[src/design/pwa_pkg.sv]
`timescale 1ns / 1ps

package pwa_pkg;

    localparam int MAX_VERTICES = 1024;

    localparam int COORD_W = 16;
    localparam int VERT_W  = 2 * COORD_W;
    localparam int WIND_W  = 12;
    localparam int AREA_W  = 43;
    localparam int VCNT_W  = 11;

    localparam int ADDR_W = (MAX_VERTICES > 1) ? $clog2(MAX_VERTICES) : 1;
    localparam int CNT_W  = $clog2(MAX_VERTICES + 1);

    localparam int OP_W   = COORD_W + 1;
    localparam int PROD_W = 2 * OP_W;
    localparam int DIFF_W = PROD_W + 1;

    function automatic int max_int(input int a, input int b);
        return (a > b) ? a : b;
    endfunction

    localparam int WACC_W = max_int(CNT_W + 1, WIND_W + 1);
    localparam int AACC_W = max_int(DIFF_W + CNT_W, AREA_W + 1);

    localparam logic signed [WACC_W-1:0] WIND_HI =
        {{(WACC_W - WIND_W + 1){1'b0}}, {(WIND_W - 1){1'b1}}};
    localparam logic signed [WACC_W-1:0] WIND_LO = ~WIND_HI;
    localparam logic signed [AACC_W-1:0] AREA_HI =
        {{(AACC_W - AREA_W + 1){1'b0}}, {(AREA_W - 1){1'b1}}};
    localparam logic signed [AACC_W-1:0] AREA_LO = ~AREA_HI;

    typedef enum logic [1:0] {
        KIND_CLEAR  = 2'd0,
        KIND_APPEND = 2'd1,
        KIND_POINT  = 2'd2,
        KIND_AREA   = 2'd3
    } pwa_kind_t;

    typedef enum logic [2:0] {
        ST_IDLE,
        ST_WALK,
        ST_CLOSE,
        ST_DRAIN,
        ST_FINISH
    } pwa_state_t;

    typedef struct packed {
        logic clear;
        logic valid;
        logic area_mode;
    } pwa_edge_ctl_t;

endpackage

[src/design/pwa_edge_unit.sv]
`timescale 1ns / 1ps

module pwa_edge_unit (
    input  logic                                   clk,
    input  logic                                   rst_n,
    input  pwa_pkg::pwa_edge_ctl_t                 ctl,
    input  logic signed [pwa_pkg::COORD_W-1:0]     ax,
    input  logic signed [pwa_pkg::COORD_W-1:0]     ay,
    input  logic signed [pwa_pkg::COORD_W-1:0]     bx,
    input  logic signed [pwa_pkg::COORD_W-1:0]     by,
    input  logic signed [pwa_pkg::COORD_W-1:0]     px,
    input  logic signed [pwa_pkg::COORD_W-1:0]     py,
    output logic signed [pwa_pkg::WACC_W-1:0]      wind_acc,
    output logic signed [pwa_pkg::AACC_W-1:0]      area_acc
);

    logic signed [pwa_pkg::OP_W-1:0]   a1, b1, a2, b2;
    logic signed [pwa_pkg::PROD_W-1:0] prod1_reg, prod2_reg;
    logic                              valid_reg, area_reg, up_reg, down_reg;
    logic signed [pwa_pkg::DIFF_W-1:0] diff;
    logic signed [pwa_pkg::WACC_W-1:0] wind_acc_reg;
    logic signed [pwa_pkg::AACC_W-1:0] area_acc_reg;

    // area: ax*by - ay*bx; point: (bx-ax)*(py-ay) - (px-ax)*(by-ay)
    always_comb
    begin
        if (ctl.area_mode)
        begin
            a1 = pwa_pkg::OP_W'(ax);
            b1 = pwa_pkg::OP_W'(by);
            a2 = pwa_pkg::OP_W'(ay);
            b2 = pwa_pkg::OP_W'(bx);
        end
        else
        begin
            a1 = pwa_pkg::OP_W'(bx) - pwa_pkg::OP_W'(ax);
            b1 = pwa_pkg::OP_W'(py) - pwa_pkg::OP_W'(ay);
            a2 = pwa_pkg::OP_W'(px) - pwa_pkg::OP_W'(ax);
            b2 = pwa_pkg::OP_W'(by) - pwa_pkg::OP_W'(ay);
        end
    end

    always_ff @(posedge clk or negedge rst_n)
    begin
        if (!rst_n)
        begin
            valid_reg <= 1'b0;
        end
        else
        begin
            valid_reg <= ctl.valid;
        end
    end

    always_ff @(posedge clk)
    begin
        prod1_reg <= a1 * b1;
        prod2_reg <= a2 * b2;
        area_reg  <= ctl.area_mode;
        up_reg    <= (ay <= py) && (by > py);
        down_reg  <= (ay > py) && (by <= py);
    end

    assign diff = pwa_pkg::DIFF_W'(prod1_reg) - pwa_pkg::DIFF_W'(prod2_reg);

    always_ff @(posedge clk or negedge rst_n)
    begin
        if (!rst_n)
        begin
            wind_acc_reg <= '0;
            area_acc_reg <= '0;
        end
        else if (ctl.clear)
        begin
            wind_acc_reg <= '0;
            area_acc_reg <= '0;
        end
        else if (valid_reg)
        begin
            if (area_reg)
            begin
                area_acc_reg <= area_acc_reg + pwa_pkg::AACC_W'(diff);
            end
            else if (up_reg && (diff > 0))
            begin
                wind_acc_reg <= wind_acc_reg + pwa_pkg::WACC_W'(1);
            end
            else if (down_reg && !(diff > 0))
            begin
                wind_acc_reg <= wind_acc_reg - pwa_pkg::WACC_W'(1);
            end
        end
    end

    assign wind_acc = wind_acc_reg;
    assign area_acc = area_acc_reg;

endmodule

[config.mk]
export PLATFORM = sky130hd
export DESIGN_NAME = pwa_edge_unit
export DESIGN_NICKNAME = d
export VERILOG_FILES = /design/src/design/pwa_pkg.sv /design/src/design/pwa_edge_unit.sv
export SDC_FILE = /design/constraint.sdc
export NUM_CORES = 2
export LEC_CHECK = 0
export BUFFER_PORTS_ARGS = -buffer_cell sky130_fd_sc_hd__buf_2
export CORE_MARGIN = 1.5
export CORE_UTILIZATION = 60
export DETAILED_ROUTE_END_ITERATION = 12
export PLACE_DENSITY = 0.78
export SLEW_MARGIN = 25
export SYNTH_ARGS = -nofsm -noshare
export SYNTH_HDL_FRONTEND = slang
export SYNTH_SLANG_ARGS = --single-unit
export TNS_END_PERCENT = 50
[constraint.sdc]
create_clock -name clk -period 19.4 [get_ports clk]
set_input_delay 4.85 -clock clk [delete_from_list [all_inputs] [get_ports clk]]
set_output_delay 4.85 -clock clk [all_outputs]
set_load 0.01 [all_outputs]
# --- Word level (Yosys, flattened, before mapping) ---
# Cells that the tools add are included.
op_classes:
  mux: 12
  order_cmp: 5
  n_mul: 2
  n_reduce_logical: 10
  n_eq_ne: 1
  n_addsub: 8
op_table:
  columns: ["cell", "count"]
  rows:
  - ["$mux W46", 3]
  - ["$mul A17 B17 Y34", 2]
  - ["$mux W17", 4]
  - ["$sub A16 B16 Y17", 4]
  - ["$mux W13", 5]
  - ["$add A46 B35 Y46", 1]
  - ["$gt A35 B1 Y1 const B", 1]
  - ["$sub A34 B34 Y35", 1]
  - ["$gt A16 B16 Y1", 2]
  - ["$le A16 B16 Y1", 2]
  - ["$add A13 B2 Y13 const B", 1]
  - ["$sub A13 B2 Y13 const B", 1]
  - ["$logic_and A1 B1 Y1", 4]
  - ["$reduce_bool A2 Y1", 2]
  - ["$reduce_and A3 Y1", 1]
  - ["$reduce_bool A3 Y1", 1]
  - ["$ne A2 B2 Y1 const B", 1]
  - ["$reduce_and A2 Y1", 1]
  - ["$logic_not A1 Y1", 1]
totals:
  output_inout_bits: 59
  reg_bits: 131
  wordCells: 46
  inputBits: 101

# --- Logic depth before layout (Yosys ltp) ---
logic_depth:
  word_depth: 9
  mapped_depth: 44
  mapped_depth_nobuf: 43

# --- Worst setup path before layout ---
# No wires, ideal clock.
synth_path:
  kind: "input-to-reg"
  from: "input port bx[0] (netlist name)"
  to: "register prod1_reg[32] (netlist name)"
  t_required_ns: 19.328
  setup_time_ns: 0.072
  slack_ns: 6.340
  t_arrival_ns: 12.988
  path_buffers: 1
  stages: 42
  path_cell_list: "inv_1 > ha_1 > inv_1 > fa_1 > a21o_1 > a21oi_1 > o21ai_0 > a21oi_1 > o21ai_0 > a21oi_1 > o21bai_1 > a21oi_1 > o21ai_0 > a41oi_1 > a211o_1 > clkbuf_1 > nand2_1 > inv_1 > [... 6 more ...] > fa_1 > inv_1 > fa_1 > inv_1 > ha_1 > a21o_1 > a21o_1 > a21oi_1 > nor2b_1 > o21ai_0 > nand2b_1 > a21oi_1 > nor2_1 > a221o_1 > o31ai_1 > nand2b_1 > a21oi_1 > xnor2_1"
synth_via:
  elab_chain_cells: 3
synth_rtl:
  columns: ["item", "line", "rtl"]
  rows:
  - ["start, declared", "pwa_edge_unit.sv:9", "input logic signed [pwa_pkg::COORD_W-1:0] bx,"]
  - ["$sub A16 B16 Y17", "pwa_edge_unit.sv:36", "a1 = pwa_pkg::OP_W'(bx) - pwa_pkg::OP_W'(ax);"]
  - ["$mux W17", "pwa_edge_unit.sv:27", "if (ctl.area_mode)"]
  - ["$mul A17 B17 Y34", "pwa_edge_unit.sv:57", "prod1_reg <= a1 * b1;"]
  - ["end signal, assigned", "pwa_edge_unit.sv:57", null]
  - ["end, declared", "pwa_edge_unit.sv:18", "logic signed [pwa_pkg::PROD_W-1:0] prod1_reg, prod2_reg;"]
# No other way between the ends.
# A chain may end at the register's enable or synchronous reset.

# --- Worst setup path in the final report ---
layout_path:
  from: "input port px[0] (netlist name)"
  to: "register prod2_reg[33] (netlist name)"
layout_via:
  elab_chain_cells: 3
layout_rtl:
  columns: ["item", "line", "rtl"]
  rows:
  - ["start, declared", "pwa_edge_unit.sv:11", "input logic signed [pwa_pkg::COORD_W-1:0] px,"]
  - ["$sub A16 B16 Y17", "pwa_edge_unit.sv:38", "a2 = pwa_pkg::OP_W'(px) - pwa_pkg::OP_W'(ax);"]
  - ["$mux W17", "pwa_edge_unit.sv:27", null]
  - ["$mul A17 B17 Y34", "pwa_edge_unit.sv:58", "prod2_reg <= a2 * b2;"]
  - ["end signal, assigned", "pwa_edge_unit.sv:58", null]
  - ["end, declared", "pwa_edge_unit.sv:18", null]
# No other way between the ends.

==> results.ini <==
[cts]
cts_resized = 0
cts_buffers = 17
worst_skew_pair.late_latency_ns = 0.43
post_cts_buffers = 0
cts_tree = built
cts_sinks = 131
hold_buffers = 0
htreeDepth = 4
clk_path_buf_depth = 2
clkSlewWorstSetupHoldPaths_ns = 0.06
cts_root_buf = clkbuf_16

[finish]
fillers = 4683
utilization_pct = 65.1
largest_reg_flops = 46
area_growth_syn_to_layout_pct = 6.94
drive_gt1_share_pct = 6.73
final_nets = 5115

[floorplanning]
die_y_microns = 240
row_count = 86
die_w_microns = 240
pin_count = 160
core_area_sq_mm = 0.0552
dieArea_sq_mm = 0.0574
initial_core_util_pct = 60.9

[min_path]
hold_path_class = reg2reg
hp-start = area_acc[43]
hold_path_depth = 2
min_to = area_acc[43]

[sta]
setup_viol = 0
drv_slew = 0
slew_headroom_pct = 25.3
fin_ws_ns = 5.25
finalClockSkew_ns = 0.0174
tightest_slew_ns = 1.12
fin_setup_tns_ns = 0
finalCritPeriodShare_pct = 72.9
hold_violations = 0
rsz0062_at_grt = false
period_needed_ns = 14.15
fmax_mhz = 70.7

[route]
vias_per_cell = 5.80
vias = 28100
dr.pass1.iters = 6
route.detailed.drc = 0
drt_iter0_markers = 2413
wl_microns = 94000
avgRoutedWirePerCell_microns = 19.4
drtAntennaViolNets = 0

[grt]
grt.busiest_layer = met2
grt_use_total_pct = 34.3
gr-total-overflow = 0
grt_pass1_vias = 29000
grt_pass1_wl_microns = 152000
met3_usage_pct = 6.81
use_met1_pct = 43.8
use_met2_pct = 55.0
grt_max_degree = 91
antenna_found_initial = 10

[synth]
seq_area_frac_synth_pct = 8.70
ys_types = 82
postSynthCellCount = 3967
syn_nets = 5007
synth_most_common_cell = inv_1
netlist_area_sq_mm = 0.0336
synth.ff_latch_count = 131
synthTopCellsByCount = inv_1, fa_1, nand2_1
yosys.area.top_type = fa_1
yosysWarnings = 0
synth_edf_count = 0
synth_top_area_share_pct = 35.7
synthFlopType = dfxtp_1
synth_area_leaders = fa_1, ha_1, inv_1
synthArstFlopShare_pct = 45.8
post_synth.cell_area_avg_sq_um = 8.47

[setup_path]
rrSetupSlack_ns = 12.08
cp.arrival_ns = 14.46
cp_num_buf_inv = 6
timing.rr.start = prod1_reg[0]
critPathKind = in2reg
startpoint_type = primary input
rr_worst_depth = 31
crit_top_cell = fa_1
critical-path-max-stage-delay_ns = 0.73
cp_top_family = compound AO/OA/AOI/OAI gates
crit_required_ns = 19.70
crit_slowest_cell = a21boi_1
cp-end-kind = flip-flop
timing.rr.end = wind_acc[12]
path_max_fanout = 9

[placement]
hpwl_microns = 78600
io_buffers = 159
post-place-ws_ns = 4.94
gp_congestion = 0.994

[flow_run]
maxCapViolations = 0

[run_status]
status = complete, no violations

-- placed cells by master (no fill, tap or decap), drive strengths merged, types with 8 or more instances in the layout --
cell / instances
a211oi: 30
nand2b: 42
and2: 38
inv: 777
mux2i: 9
or3: 18
o21ai: 128
and3: 16
nand3: 29
xor2: 35
nor3b: 8
fa: 599
a31oi: 20
nand4: 13
or2: 13
nor3: 47
xnor2: 130
nor2b: 47
a21o: 105
dfrtp: 60
o211ai: 11
buf: 198
a21oi: 220
ha: 340
dfxtp: 71
o21a: 35
a21boi: 23
clkbuf: 19
o31ai: 24
o21bai: 22
nand2: 454
a211o: 10
nor2: 385
-- through the flow --
| step | hold slack [ns] | instance area (sq um) | cells |
|---|---|---|---|
| global route | 0.564 | 35900 | 4843 |
| CTS | 0.523 | 35900 | 4836 |
| global placement | 0.505 | 35300 | 4804 |
| finish | 0.518 | 35900 | 4843 |
| floorplan | 0.535 | 33600 | 3967 |
| detailed placement | 0.509 | 35300 | 4804 |
-- worst reg2reg max path: cells and delay by family (launching register included) --
family	cells	cell delay (ns)
xor+xnor	2	0.40
fa+ha+maj	3	0.92
compound gates	13	3.06
simple gates	10	2.39
flops	1	0.30
buf+inv	3	0.15
-- worst max-delay path by stage --
stage	to	slack [ns]	cells after the start	from
floorplan	prod1_reg[32]	6.34	42	bx[0]
global placement	prod2_reg[32]	5.10	37	px[0]
detailed placement	prod2_reg[33]	4.94	37	px[0]
CTS	prod2_reg[33]	5.36	37	px[0]
global route	prod2_reg[33]	4.60	37	px[0]
finish	prod2_reg[33]	5.25	37	px[0]
-- cells by family after synthesis --
group	Yosys count	share of synthesized area [%]
DFF	131	8.70
muxes	16	0.503
buffers and inverters	883	9.88
and+or+nand+nor	1135	14.8
AOI/OAI and AO/OA	698	13.5
xor gates and xnor gates	165	4.30
adders and majority gates	939	48.4
-- metal layers --
| metal | vias up | part of all wire [%] |
|---|---|---|
| met1 | 13600 | 39 |
| met4 | 6 | 6.0 |
| li1 | 12800 | - |
| met2 | 1375 | 45 |
| met5 | - | 0.043 |
| met3 | 289 | 9.7 |
-- area by class of cell --
cell class                 instances  area, sq um  share of cell area [%]
multi-input combinational       2953        27400                    76.4
timing repair buffer             198         1090                    3.04
tap                              748          936                    2.61
inverter                         774         2910                    8.09
clock buffer                      19          433                    1.21
clock inverter                    13          176                   0.491
antenna                            7         17.5                  0.0488
sequential                       131         2920                    8.14
Power is not shown: default switching activity piles up to over one toggle a cycle in this logic, so the estimate is an artifact.
